<file path="src/hw/rtl/avns_pkg.sv">
// ----------------------------------------------------------------------------
// avns_pkg
// shared types and constants of the active note voice scheduler
// ----------------------------------------------------------------------------
`default_nettype none

package avns_pkg;

  typedef enum logic [1:0] {
    FN_BEGIN = 2'd0,
    FN_NOTE  = 2'd1,
    FN_END   = 2'd2,
    FN_RALL  = 2'd3
  } func_t;

  localparam int LEN_W   = 13;
  localparam int FT_W    = 40;
  localparam int OFF_W   = 12;
  localparam int RC_W    = 5;
  localparam int RC_MAX  = 31;
  localparam int PITCHES = 128;

  // one queued input word after classification
  typedef struct packed {
    func_t             func;
    logic [LEN_W-1:0]  len;
    logic              run;
    logic [6:0]        prog;
    logic [6:0]        pitch;
    logic [6:0]        vel;
    logic [FT_W-1:0]   tstart;
    logic [FT_W-1:0]   tend;
  } item_t;

  // one result word
  typedef struct packed {
    logic              on;
    logic [6:0]        prog;
    logic [6:0]        pitch;
    logic [6:0]        vel;
    logic [OFF_W-1:0]  off;
    logic              wire_ev;
  } res_t;

  typedef enum logic [3:0] {
    ST_IDLE,
    ST_EXP,
    ST_MATCH,
    ST_FULL,
    ST_START,
    ST_RALL,
    ST_WR,
    ST_DONE
  } state_t;

endpackage

`default_nettype wire

</file>
<file path="src/hw/rtl/active_note_voice_scheduler.sv">
// ----------------------------------------------------------------------------
// active_note_voice_scheduler
// oldest-steal voice table with per-pitch wire counts for one block stream
// ----------------------------------------------------------------------------
// sequencing: one word at a time; a new word is taken from the queue only
//   after the last one has finished its table walk and pitch count ram
//   round trips and its final result has gone to the output register
// reset: synchronous, clears the queue, table count, times, pitch valid bits
// ----------------------------------------------------------------------------
`default_nettype none

module active_note_voice_scheduler #(
  parameter int MAX_SOUNDING = 16,
  parameter int PITCH_SLOTS  = 128,
  parameter int MAX_BLOCK    = 4096,
  parameter int TIME_BITS    = 40
) (
  input  wire logic        clk,
  input  wire logic        rst,
  // input word channel
  input  wire logic        in_valid,
  output      logic        in_ready,
  input  wire logic [1:0]  func,
  input  wire logic [12:0] block_length,
  input  wire logic        transport_running,
  input  wire logic [6:0]  note_program,
  input  wire logic [6:0]  note_pitch,
  input  wire logic [6:0]  note_velocity,
  input  wire logic [39:0] note_start_time,
  input  wire logic [39:0] note_end_time,
  // result word channel
  output      logic        out_valid,
  input  wire logic        out_ready,
  output      logic        is_note_on,
  output      logic [6:0]  out_program,
  output      logic [6:0]  out_pitch,
  output      logic [6:0]  out_velocity,
  output      logic [11:0] sample_offset,
  output      logic        wire_event,
  output      logic        last
);

  // queue between the front and the sequencer
  logic            q_valid;
  logic            q_pop;
  avns_pkg::item_t q_item;
  avns_pkg::res_t  res;

  // pitch table width is fixed by the seven bit pitch field
  logic [$clog2(PITCH_SLOTS)-1:0] unused_pitch_idx;
  assign unused_pitch_idx = note_pitch[$clog2(PITCH_SLOTS)-1:0];

  avns_front #(
    .MAX_BLOCK (MAX_BLOCK)
  ) u_front (
    .clk               (clk),
    .rst               (rst),
    .in_valid          (in_valid),
    .in_ready          (in_ready),
    .func              (func),
    .block_length      (block_length),
    .transport_running (transport_running),
    .note_program      (note_program),
    .note_pitch        (unused_pitch_idx),
    .note_velocity     (note_velocity),
    .note_start_time   (note_start_time),
    .note_end_time     (note_end_time),
    .q_valid           (q_valid),
    .q_pop             (q_pop),
    .q_item            (q_item)
  );

  // sequencer owns the voice table, the pitch count ram and the output register
  avns_back #(
    .MAX_SOUNDING (MAX_SOUNDING),
    .TIME_BITS    (TIME_BITS)
  ) u_back (
    .clk       (clk),
    .rst       (rst),
    .q_valid   (q_valid),
    .q_pop     (q_pop),
    .q_item    (q_item),
    .out_valid (out_valid),
    .out_ready (out_ready),
    .out_res   (res),
    .out_last  (last)
  );

  assign is_note_on    = res.on;
  assign out_program   = res.prog;
  assign out_pitch     = res.pitch;
  assign out_velocity  = res.vel;
  assign sample_offset = res.off;
  assign wire_event    = res.wire_ev;

endmodule

`default_nettype wire

</file>
<file path="src/hw/rtl/avns_ram.sv">
// ----------------------------------------------------------------------------
// avns_ram
// generic single write, single read ram with registered read data
// ----------------------------------------------------------------------------
`default_nettype none

module avns_ram #(
  parameter int WIDTH = 8,
  parameter int DEPTH = 16
) (
  input  wire logic                     clk,
  input  wire logic                     we,
  input  wire logic [$clog2(DEPTH)-1:0] waddr,
  input  wire logic [WIDTH-1:0]         wdata,
  input  wire logic                     re,
  input  wire logic [$clog2(DEPTH)-1:0] raddr,
  output      logic [WIDTH-1:0]         rdata
);

  logic [WIDTH-1:0] mem [DEPTH];

  always_ff @(posedge clk) begin
    if (we) begin
      mem[waddr] <= wdata;
    end
    if (re) begin
      rdata <= mem[raddr];
    end
  end

endmodule

`default_nettype wire

</file>
<file path="src/hw/rtl/avns_front.sv">
// ----------------------------------------------------------------------------
// avns_front
// accepts input words, clamps block length and queues them for the back end
// ----------------------------------------------------------------------------
`default_nettype none

module avns_front #(
  parameter int MAX_BLOCK = 4096
) (
  input  wire logic                          clk,
  input  wire logic                          rst,
  input  wire logic                          in_valid,
  output      logic                          in_ready,
  input  wire logic [1:0]                    func,
  input  wire logic [avns_pkg::LEN_W-1:0]    block_length,
  input  wire logic                          transport_running,
  input  wire logic [6:0]                    note_program,
  input  wire logic [6:0]                    note_pitch,
  input  wire logic [6:0]                    note_velocity,
  input  wire logic [avns_pkg::FT_W-1:0]     note_start_time,
  input  wire logic [avns_pkg::FT_W-1:0]     note_end_time,
  output      logic                          q_valid,
  input  wire logic                          q_pop,
  output      avns_pkg::item_t               q_item
);

  avns_pkg::item_t fifo [2];
  avns_pkg::item_t in_item;
  logic            wr_ptr;
  logic            rd_ptr;
  logic [1:0]      fill;
  logic            push;

  always_comb begin
    in_item.func   = avns_pkg::func_t'(func);
    // long blocks are taken as the largest block
    in_item.len    = (32'(block_length) > MAX_BLOCK) ? avns_pkg::LEN_W'(MAX_BLOCK)
                                                     : block_length;
    in_item.run    = transport_running;
    in_item.prog   = note_program;
    in_item.pitch  = note_pitch;
    in_item.vel    = note_velocity;
    in_item.tstart = note_start_time;
    in_item.tend   = note_end_time;
  end

  assign in_ready = (fill != 2'd2);
  assign push     = in_valid && in_ready;
  assign q_valid  = (fill != 2'd0);
  assign q_item   = fifo[rd_ptr];

  always_ff @(posedge clk) begin
    if (push) begin
      fifo[wr_ptr] <= in_item;
    end
    if (rst) begin
      wr_ptr <= 1'b0;
      rd_ptr <= 1'b0;
      fill   <= 2'd0;
    end else begin
      if (push) begin
        wr_ptr <= ~wr_ptr;
      end
      if (q_pop) begin
        rd_ptr <= ~rd_ptr;
      end
      fill <= fill + 2'(push) - 2'(q_pop);
    end
  end

endmodule

`default_nettype wire

</file>
<file path="src/hw/rtl/avns_back.sv">
// ----------------------------------------------------------------------------
// avns_back
// voice table sequencer: expiry walk, retrigger, steal, start, release all
// ----------------------------------------------------------------------------
`default_nettype none

module avns_back #(
  parameter int MAX_SOUNDING = 16,
  parameter int TIME_BITS    = 40
) (
  input  wire logic                        clk,
  input  wire logic                        rst,
  input  wire logic                        q_valid,
  output      logic                        q_pop,
  input  wire avns_pkg::item_t             q_item,
  output      logic                        out_valid,
  input  wire logic                        out_ready,
  output      avns_pkg::res_t              out_res,
  output      logic                        out_last
);

  localparam int CW = $clog2(MAX_SOUNDING + 1);
  localparam int IW = (MAX_SOUNDING > 1) ? $clog2(MAX_SOUNDING) : 1;
  localparam int PW = $clog2(avns_pkg::PITCHES);

  logic [6:0]           slot_prog  [MAX_SOUNDING];
  logic [6:0]           slot_pitch [MAX_SOUNDING];
  logic [TIME_BITS-1:0] slot_end   [MAX_SOUNDING];
  logic [CW-1:0]        count;
  logic                 running;
  logic [TIME_BITS-1:0] bs;
  logic [TIME_BITS-1:0] be;
  avns_pkg::item_t      cur;
  logic [avns_pkg::OFF_W-1:0] note_off;
  logic [CW-1:0]        exp_i;
  logic [avns_pkg::PITCHES-1:0] vbits;

  avns_pkg::state_t     state, state_next, ret_state, ret_next;

  logic                 act_on;
  logic [IW-1:0]        act_idx;
  logic [6:0]           act_prog;
  logic [6:0]           act_pitch;
  logic [6:0]           act_vel;
  logic [avns_pkg::OFF_W-1:0] act_off;

  avns_pkg::res_t       pend;
  logic                 pend_valid;

  // sequencer strobes
  logic                 load, rel, st, exp_inc, end_blk, commit, push, push_last;
  logic [IW-1:0]        rel_idx;
  logic [avns_pkg::OFF_W-1:0] rel_off;
  logic                 can_push;
  logic                 found;
  logic [IW-1:0]        midx;
  logic [IW-1:0]        ei;

  logic [avns_pkg::RC_W-1:0] rd_data, rc_cur, rc_new;
  logic                 wire_new;
  logic                 rd_en;
  logic [PW-1:0]        rd_addr;

  function automatic logic [avns_pkg::OFF_W-1:0] calc_off(
    input logic [TIME_BITS-1:0]       t,
    input logic [TIME_BITS-1:0]       base,
    input logic [avns_pkg::LEN_W-1:0] len
  );
    logic [TIME_BITS-1:0] d;
    logic [TIME_BITS-1:0] lm1;
    d   = t - base;
    lm1 = TIME_BITS'(len) - TIME_BITS'(1);
    if (len == '0 || t <= base) begin
      return '0;
    end
    return (d > lm1) ? lm1[avns_pkg::OFF_W-1:0] : d[avns_pkg::OFF_W-1:0];
  endfunction

  assign can_push = !out_valid || out_ready;
  assign ei       = exp_i[IW-1:0];

  // first sounding entry of the same program and pitch
  always_comb begin
    found = 1'b0;
    midx  = '0;
    for (int j = 0; j < MAX_SOUNDING; j++) begin
      if (!found && CW'(j) < count && slot_prog[j] == cur.prog &&
          slot_pitch[j] == cur.pitch) begin
        found = 1'b1;
        midx  = IW'(j);
      end
    end
  end

  always_comb begin
    state_next = state;
    ret_next   = ret_state;
    load       = 1'b0;
    rel        = 1'b0;
    st         = 1'b0;
    exp_inc    = 1'b0;
    end_blk    = 1'b0;
    commit     = 1'b0;
    push       = 1'b0;
    push_last  = 1'b0;
    q_pop      = 1'b0;
    rel_idx    = '0;
    rel_off    = '0;
    unique case (state)
      avns_pkg::ST_IDLE: begin
        if (q_valid) begin
          q_pop = 1'b1;
          load  = 1'b1;
          unique case (q_item.func)
            avns_pkg::FN_BEGIN: state_next = q_item.run ? avns_pkg::ST_EXP
                                                        : avns_pkg::ST_DONE;
            avns_pkg::FN_NOTE:  state_next = (running && TIME_BITS'(q_item.tend) > bs)
                                             ? avns_pkg::ST_MATCH : avns_pkg::ST_DONE;
            avns_pkg::FN_END:   state_next = running ? avns_pkg::ST_EXP
                                                     : avns_pkg::ST_DONE;
            avns_pkg::FN_RALL:  state_next = avns_pkg::ST_RALL;
            default:            state_next = avns_pkg::ST_DONE;
          endcase
        end
      end
      avns_pkg::ST_EXP: begin
        if (exp_i >= count) begin
          end_blk    = (cur.func == avns_pkg::FN_END);
          state_next = avns_pkg::ST_DONE;
        end else if (slot_end[ei] < be) begin
          rel        = 1'b1;
          rel_idx    = ei;
          rel_off    = calc_off(slot_end[ei], bs, cur.len);
          ret_next   = avns_pkg::ST_EXP;
          state_next = avns_pkg::ST_WR;
        end else begin
          exp_inc = 1'b1;
        end
      end
      avns_pkg::ST_MATCH: begin
        if (found) begin
          rel        = 1'b1;
          rel_idx    = midx;
          rel_off    = note_off;
          ret_next   = avns_pkg::ST_FULL;
          state_next = avns_pkg::ST_WR;
        end else begin
          state_next = avns_pkg::ST_FULL;
        end
      end
      avns_pkg::ST_FULL: begin
        if (count == CW'(MAX_SOUNDING)) begin
          rel        = 1'b1;
          rel_off    = note_off;
          ret_next   = avns_pkg::ST_START;
          state_next = avns_pkg::ST_WR;
        end else begin
          state_next = avns_pkg::ST_START;
        end
      end
      avns_pkg::ST_START: begin
        st         = 1'b1;
        ret_next   = avns_pkg::ST_DONE;
        state_next = avns_pkg::ST_WR;
      end
      avns_pkg::ST_RALL: begin
        if (count != '0) begin
          rel        = 1'b1;
          rel_idx    = IW'(count - CW'(1));
          ret_next   = avns_pkg::ST_RALL;
          state_next = avns_pkg::ST_WR;
        end else begin
          state_next = avns_pkg::ST_DONE;
        end
      end
      avns_pkg::ST_WR: begin
        if (!(pend_valid && !can_push)) begin
          commit     = 1'b1;
          push       = pend_valid;
          state_next = ret_state;
        end
      end
      avns_pkg::ST_DONE: begin
        if (!pend_valid) begin
          state_next = avns_pkg::ST_IDLE;
        end else if (can_push) begin
          push       = 1'b1;
          push_last  = 1'b1;
          state_next = avns_pkg::ST_IDLE;
        end
      end
      default: state_next = avns_pkg::ST_IDLE;
    endcase
  end

  // pitch count read goes out with the action, data is back in the write state
  assign rd_en   = rel || st;
  assign rd_addr = rel ? PW'(slot_pitch[rel_idx]) : PW'(cur.pitch);

  avns_ram #(
    .WIDTH (avns_pkg::RC_W),
    .DEPTH (avns_pkg::PITCHES)
  ) u_rc_ram (
    .clk   (clk),
    .we    (commit),
    .waddr (PW'(act_pitch)),
    .wdata (rc_new),
    .re    (rd_en),
    .raddr (rd_addr),
    .rdata (rd_data)
  );

  always_comb begin
    rc_cur = vbits[PW'(act_pitch)] ? rd_data : '0;
    if (act_on) begin
      wire_new = (rc_cur == '0);
      rc_new   = (rc_cur < avns_pkg::RC_W'(avns_pkg::RC_MAX)) ? rc_cur + 1'b1 : rc_cur;
    end else if (rc_cur != '0) begin
      wire_new = (rc_cur == avns_pkg::RC_W'(1));
      rc_new   = rc_cur - 1'b1;
    end else begin
      wire_new = 1'b0;
      rc_new   = '0;
    end
  end

  always_ff @(posedge clk) begin
    if (rst) begin
      state <= avns_pkg::ST_IDLE;
    end else begin
      state <= state_next;
    end
  end

  always_ff @(posedge clk) begin
    if (load) begin
      cur      <= q_item;
      exp_i    <= '0;
      note_off <= calc_off(TIME_BITS'(q_item.tstart), bs, q_item.len);
    end
    if (exp_inc) begin
      exp_i <= exp_i + 1'b1;
    end
    if (rel || st) begin
      ret_state <= ret_next;
      act_on    <= st;
      act_idx   <= rel_idx;
      act_prog  <= rel ? slot_prog[rel_idx]  : cur.prog;
      act_pitch <= rel ? slot_pitch[rel_idx] : cur.pitch;
      act_vel   <= rel ? 7'd0 : cur.vel;
      act_off   <= rel ? rel_off : note_off;
    end
    if (commit) begin
      pend.on      <= act_on;
      pend.prog    <= act_prog;
      pend.pitch   <= act_pitch;
      pend.vel     <= act_vel;
      pend.off     <= act_off;
      pend.wire_ev <= wire_new;
      if (act_on) begin
        slot_prog[IW'(count)]  <= cur.prog;
        slot_pitch[IW'(count)] <= cur.pitch;
        slot_end[IW'(count)]   <= TIME_BITS'(cur.tend);
      end else begin
        // close the gap, entries above the count are never read
        for (int j = 0; j < MAX_SOUNDING - 1; j++) begin
          if (IW'(j) >= act_idx) begin
            slot_prog[j]  <= slot_prog[j+1];
            slot_pitch[j] <= slot_pitch[j+1];
            slot_end[j]   <= slot_end[j+1];
          end
        end
      end
    end
    if (push) begin
      out_res  <= pend;
      out_last <= push_last;
    end
    if (rst) begin
      count      <= '0;
      running    <= 1'b0;
      bs         <= '0;
      be         <= '0;
      vbits      <= '0;
      pend_valid <= 1'b0;
      out_valid  <= 1'b0;
    end else begin
      if (load && q_item.func == avns_pkg::FN_BEGIN) begin
        running <= q_item.run;
        if (q_item.run) begin
          be <= bs + TIME_BITS'(q_item.len);
        end
      end
      if (end_blk) begin
        bs <= be;
      end
      if (commit) begin
        vbits[PW'(act_pitch)] <= 1'b1;
        pend_valid            <= 1'b1;
        count                 <= act_on ? count + 1'b1 : count - 1'b1;
      end else if (push_last) begin
        pend_valid <= 1'b0;
      end
      if (push) begin
        out_valid <= 1'b1;
      end else if (out_ready) begin
        out_valid <= 1'b0;
      end
    end
  end

endmodule

`default_nettype wire

</file>
<file path="config.mk">
export PLATFORM = sky130hd
export DESIGN_NAME = active_note_voice_scheduler
export DESIGN_NICKNAME = d
export VERILOG_FILES = /design/src/hw/rtl/avns_pkg.sv /design/src/hw/rtl/active_note_voice_scheduler.sv /design/src/hw/rtl/avns_ram.sv /design/src/hw/rtl/avns_front.sv /design/src/hw/rtl/avns_back.sv
export SDC_FILE = /design/constraint.sdc
export NUM_CORES = 2
export LEC_CHECK = 0
export ABC_AREA = 1
export BUFFER_PORTS_ARGS = -buffer_cell sky130_fd_sc_hd__buf_4
export CAP_MARGIN = 20
export CELL_PAD_IN_SITES_DETAIL_PLACEMENT = 0
export CELL_PAD_IN_SITES_GLOBAL_PLACEMENT = 1
export CORE_MARGIN = 2
export CORE_UTILIZATION = 54
export DETAILED_ROUTE_END_ITERATION = 8
export PLACE_DENSITY = 0.86
export SYNTH_ARGS = -nofsm -noshare
export SYNTH_HDL_FRONTEND = slang
export SYNTH_SLANG_ARGS = --single-unit
</file>
<file path="constraint.sdc">
create_clock -name clk -period 16.5 [get_ports clk]
set_input_delay 0.825 -clock clk [delete_from_list [all_inputs] [get_ports clk]]
set_output_delay 0.825 -clock clk [all_outputs]
set_load 0.01 [all_outputs]
</file>
# == After elaboration in Yosys (flattened, before gate mapping) ==
# Memory sizes are Yosys's and may differ from the RTL's. A register that Yosys moved wholly into a read port is not among the register bits.
# Cells that the tools add are included.
# classes
add_sub_neg,12
order_cmp,42
eq_ne,55
n_mux,194
n_bitwise,3
reduce_logical,91
# ops
cell,count
equality test 7 bit,32
two-way mux 12 bit,11
OR 128 bit,1
two-way mux 1 bit,123
greater-than comparator 40 bit,3
two-way mux 4 bit,27
less-or-equal comparator 40 bit,2
subtractor 40 bit,2
logical AND 1 bit,52
adder 40 x 13 -> 40 bit,1
less-than comparator 4 x 5 -> 1 bit (first input constant),8
less-than comparator 40 bit,1
two-way mux 40 bit,1
OR reduction 40 bit,1
one-hot mux 12 bit (3 select lines),1
two-way mux 5 bit,7
one-hot mux 4 bit (8 select lines),1
greater-or-equal comparator 4 bit (first input constant),7
two-way mux 7 bit,4
subtractor 13 x 1 -> 14 bit (second input constant),2
zero test 13 bit,2
two-way mux 3 bit,8
less-than comparator 3 x 5 -> 1 bit (first input constant),4
one-hot mux 4 bit (5 select lines),1
other kinds (45),95
# word_totals
ff_bits,430
mem_bits_rw,1738
in_bits,121
out_inout_bits,38
wordCells,441
n_memories,5
# memory_table
name,words,word_bits,read_ports,rd_ports_with_merged_regs,wr,line,source
u_back.slot_end,16,40,16,1,15,avns_back.sv:28,logic [TIME_BITS-1:0] slot_end [MAX_SOUNDING];
u_back.u_rc_ram.mem,128,5,1,1,1,avns_ram.sv:20,logic [WIDTH-1:0] mem [DEPTH];
u_front.fifo,2,117,1,1,1,avns_front.sv:27,avns_pkg::item_t fifo [2];
u_back.slot_pitch,16,7,17,0,15,avns_back.sv:27,logic [6:0] slot_pitch [MAX_SOUNDING];
u_back.slot_prog,16,7,17,0,15,avns_back.sv:26,logic [6:0] slot_prog [MAX_SOUNDING];

# == Logic depth before layout (Yosys ltp) ==
# An unclocked memory read counts as a cell.
# depth
depth_word,84
ltp_mapped,56
ltp_nobuf,53

# == Hierarchy ==
# From an unflattened synthesis, not the netlist that was laid out.
# hier_totals
hier_cells,10933
hier_area_um2,107520.6
# modules_own_cells
mod,instances,cells_per_inst,area_each_um2,seq_area_each_um2
avns_back,1,8196,71847.7,36565.1
avns_ram,1,2308,26746.9,19368.6
avns_front,1,429,8926.1,7126.8

# == Worst setup path before layout ==
# No wires, ideal clock.
# synth_timing
kind,reg-to-reg
startpoint,register u_back.act_pitch[1]
endpoint,"memory u_back.u_rc_ram.mem[0][3] (netlist name), data pin"
setup_ns,1.197
arrival_ns,7.854
required_ns,15.303
slack_ns,7.449
stages_incl_launch_ff,16
n_path_buf,2
period_less_slack_ns,9.051
path_cell_list,edfxtp_1 > clkbuf_1 > inv_1 > nor3_1 > clkbuf_1 > nand2_1 > o21ai_0 > a221oi_1 > a21oi_1 > a211oi_1 > o221ai_1 > nand2_1 > ha_1 > nand3_1 > nand2_1 > o21ai_0
# synth_via
elab_chain_cells,6
word_cells_on_any_way,10
cone_classes,add/sub (2); order compare (1); mux (6); reduce/logical (1)
# synth_lines
element,line,source
start: declaration,avns_back.sv:43,logic [6:0] act_pitch;
start signal: assignment,avns_back.sv:249,act_pitch <= rel ? slot_pitch[rel_idx] : cur.pitch;
binary-select mux 1 bit (select 7 bit) *,avns_back.sv:214,rc_cur = vbits[PW'(act_pitch)] ? rd_data : '0;
two-way mux 1 bit (not written as such) *,avns_back.sv:214,
two-way mux 5 bit *,avns_back.sv:214,
"subtractor 5 x 1 -> 5 bit, or another cell as far along",avns_back.sv:220,rc_new = rc_cur - 1'b1;
two-way mux 5 bit (on tied branches),"avns_back.sv:218, avns_back.sv:217",
two-way mux 5 bit *,avns_back.sv:215,if (act_on) begin
"via u_back.rc_new, one bit",avns_back.sv:59,"logic [avns_pkg::RC_W-1:0] rd_data, rc_cur, rc_new;"
end: declaration,avns_ram.sv:20,
# The timed path passes the listed nets; every way through them passes the cells marked *. The select of a mux whose other input is x is not followed.

==> reports/qor.yml <==
setup_path:
  crit_arrival_ns: 11.47
  slowest_delay_ns: 0.92
  worstSetupPathType: "reg -> reg"
  r2r_cells: 34
  timing.rr.end: "u_back.u_rc_ram.rdata[3]"
  endpoint: "u_back.u_rc_ram.rdata[3]"
  crit_path_start_kind: "flop"
  end_kind: "flop"
  crit_top_cell: "nand2_1"
  slowest_stage: "o21ai_0"
  path_max_fanout: 64
  r2r_setup_slack_ns: 5.67
  crit_required_ns: 17.14
finish:
  final_common_cell: "nand2_1"
  layout-drive-gt1-share_pct: 6.51
  regArea_um2: 63100
  fin_area_um2: 119000
  layout_common_cells: "nand2_1 (2629), edfxtp_1 (1948), inv_1 (1426)"
  area_growth_pct: 9.87
  nets: 11700
  nFillCells: 16900
  multi_input_area_um2: 37100
synth:
  synth_top_family_by_area: "simple AND/OR/NAND/NOR gates"
  ys_ff_latch: 2176
  syn_area_um2: 108000
  synth_edf_count: 1948
  synthMuxAreaShare_pct: 0.444
  ys_seq_area_share_pct: 58.3
  synth_compound_area_share_pct: 11.5
  syn_inst: 11500
  synth.area.top_cells: "edfxtp_1 (54%), nand2_1 (9.1%), o21ai_0 (6.3%), inv_1 (5.0%), dfxtp_1 (4.2%)"
  synth_xor_area_share_pct: 2.03
  ys_warn_count: 0
  synth_flop_cell: "edfxtp_1"
  synth_area_per_cell_um2: 9.42
  synth.distinct_cells: 73
  yosysTopAreaCellShare_pct: 54.1
  synthAdderAreaFrac_pct: 3.19
  synthSimpleGateAreaFrac_pct: 16.6
  synth_nets: 11900
  synth_area_leader_cell: "edfxtp_1"
  async_flop_share_pct: 0
floorplanning:
  die_w_um: 452
  rows: 164
  ios: 159
  die_area_um2: 204000
  die_h_um: 452
  start_util_pct: 54.2
  fp.coreArea_um2: 199000
global_route:
  overflow: 0
  grt_max_degree: 192
  track_usage_pct: 32.8
  antenna_found_initial: 7
  grt_pass1_vias: 79000
  grt_pass1_wl_mm: 504
timing:
  tightest_slew_ns: 1.28
  rsz0062_at_grt: "false"
  setup_viol: 0
  fin_crit_ns: 10.83
  final.setup.tns_ns: 0
  hold_viol_final: 0
  maxSlewViolCount: 0
  finalCritPeriodShare_pct: 65.6
  slew-limit-headroom_pct: 13.8
  clock_skew_ns: 0.0581
  fmax_mhz: 92.3
clock_tree:
  cts.sinks: 2176
  postCtsSetupBuffers: 0
  clk-insertion-delay-late_ns: 0.91
  cts_hold_repair.buffers: 0
  cts.repair.resized: 0
  cts_buffers: 224
  cts_tree: "done"
  cts_root_buf: "clkbuf_16"
  cts_buffer_depth: 3
  clk_pin_slew_worst_paths_ns: 0.06
  htree_levels: 4
run_status:
  status: "finished clean"
detailed_routing:
  drt-initial-drc-count: 11900
  drt-pass1-iter-count: 7
  vias: 84700
  totalWireLength_mm: 341
  vias_per_cell: 5.97
  drtAntennaViolNets: 0
  drc: 0
  wl_per_cell_um: 24.1
pwr:
  peakVddDrop_mv: 0.156
  p_per_area_nw_per_um2: 170
  p_leak_nw: 47.7
place:
  io_buffers: 158
  dpl_cell_area_um2: 111000
  dp_hpwl_mm: 212
  gp_congestion: 0.960
run:
  cap_viol_max_count: 0
worst_hold_path:
  hold_class: "in -> reg"
==> synthesized netlist by cell type, drive strengths merged (3+ instances only) <==
library cell     n
nor3            56
o21bai           8
a2111oi          3
xor2           154
fa               3
ha             271
clkbuf         433
nand3          897
a21oi          527
xnor2           97
a221oi          19
o41ai            4
a31oi           13
a22oi           13
mux2i           48
a22o            17
o21a             7
o22ai           55
dfxtp          228
o211ai         125
o2111ai          5
nor2           581
o31ai            6
o32ai            5
nand2         2640
buf            241
nand3b           5
inv           1451
a21boi           7
a311oi           6
o311ai           4
o21ai         1378
or2             13
nand4           86
a211oi          27
nor4            34
clkinv           3
edfxtp        1948
o221ai          44
==> area by class of cell <==
type	count	share of cell area, %
antenna	6	0.0126
clock buffer	290	5.11
clock inverter	129	1.20
inverter	1454	4.60
multi-input combinational	7180	31.2
sequential	2176	53.1
tap	2656	2.80
timing repair buffer	300	2.04
==> flip-flops by register name (all words and copies together) (netlist names), 7 cells and up, named ones only <==
signal / count
u_back.slot_pitch: 112
u_back.act_off: 12
u_back.note_off: 12
u_back.out_res: 35
u_back.bs: 40
u_back.cur: 76
u_back.act_prog: 7
u_back.slot_end: 640
u_back.slot_prog: 112
u_back.act_pitch: 7
u_back.pend: 35
u_front.fifo: 234
u_back.be: 40
u_back.vbits: 128
u_back.u_rc_ram.mem: 640
u_back.act_vel: 7
==> worst max-delay path: cells and delay by family (launching register included) <==
family | cells | cell delay (ns)
buffers and inverters | 8 | 4.92
AND/OR/NAND/NOR | 18 | 2.40
AO/OA/AOI/OAI | 7 | 1.97
flip-flops | 1 | 0.66
adder cells (fa/ha/maj) | 1 | 0.40
==> metrics by stage <==
| step | total power, mW | util, % | setup WS [ns] | hold WS (ns) | std cells |
|---|---|---|---|---|---|
| final | 20.2 | 59.6 | 5.67 | 0.104 | 14200 |
| after global routing | 21.3 | 59.6 | 5.23 | 0.0762 | 14200 |
| after CTS | 20.0 | 59.5 | 5.96 | 0.0451 | 14200 |
| after detailed placement | 14.8 | 55.8 | 5.98 | 0.405 | 13800 |
| after global placement | 14.7 | 55.7 | 6.11 | 0.401 | 13800 |
| after floorplan | 12.4 | - | 7.45 | 0.400 | 11500 |
==> report_power, final <==
part / internal (mW) / switching [mW] / total [mW]
sequential: 6.68 / 0.348 / 7.03
combinational: 2.46 / 5.49 / 7.95
clock: 2.99 / 2.22 / 5.21
total: 12.1 / 8.06 / 20.2
==> worst min path at each step <==
stage                      start             endpoint  slack [ns]  cells past startpoint
2_1_floorplan     u_back.pend[0]    u_back.out_res[0]        0.40                      0
3_3_place_gp   u_back.act_vel[0]      u_back.pend[13]        0.40                      0
3_5_place_dp     u_back.pend[25]   u_back.out_res[25]        0.40                      0
4_1_cts         note_velocity[2]  u_front.fifo[0][82]        0.05                      1
5_1_grt         note_velocity[2]  u_front.fifo[1][82]        0.08                      1
6_report        note_velocity[2]  u_front.fifo[0][82]        0.10                      1
==> cells by family after synthesis <==
kind of cell / Yosys count
adders and majority gates: 274
xor gates and xnor gates: 251
DFF: 2176
AOI/OAI and AO/OA: 2286
muxes: 48
and+or+nand+nor: 4321
buffers and inverters: 2128
==> layer usage <==
metal / routed length, um / vias to the layer above / GRT usage (%)
li1: - / 38700 / -
met2: 154000 / 4956 / 51.2
met4: 13600 / 8 / 12.4
met1: 135000 / 40200 / 45.8
met5: 48 / - / 0
met3: 38000 / 782 / 6.11
Power figures use the tool's default switching activity.
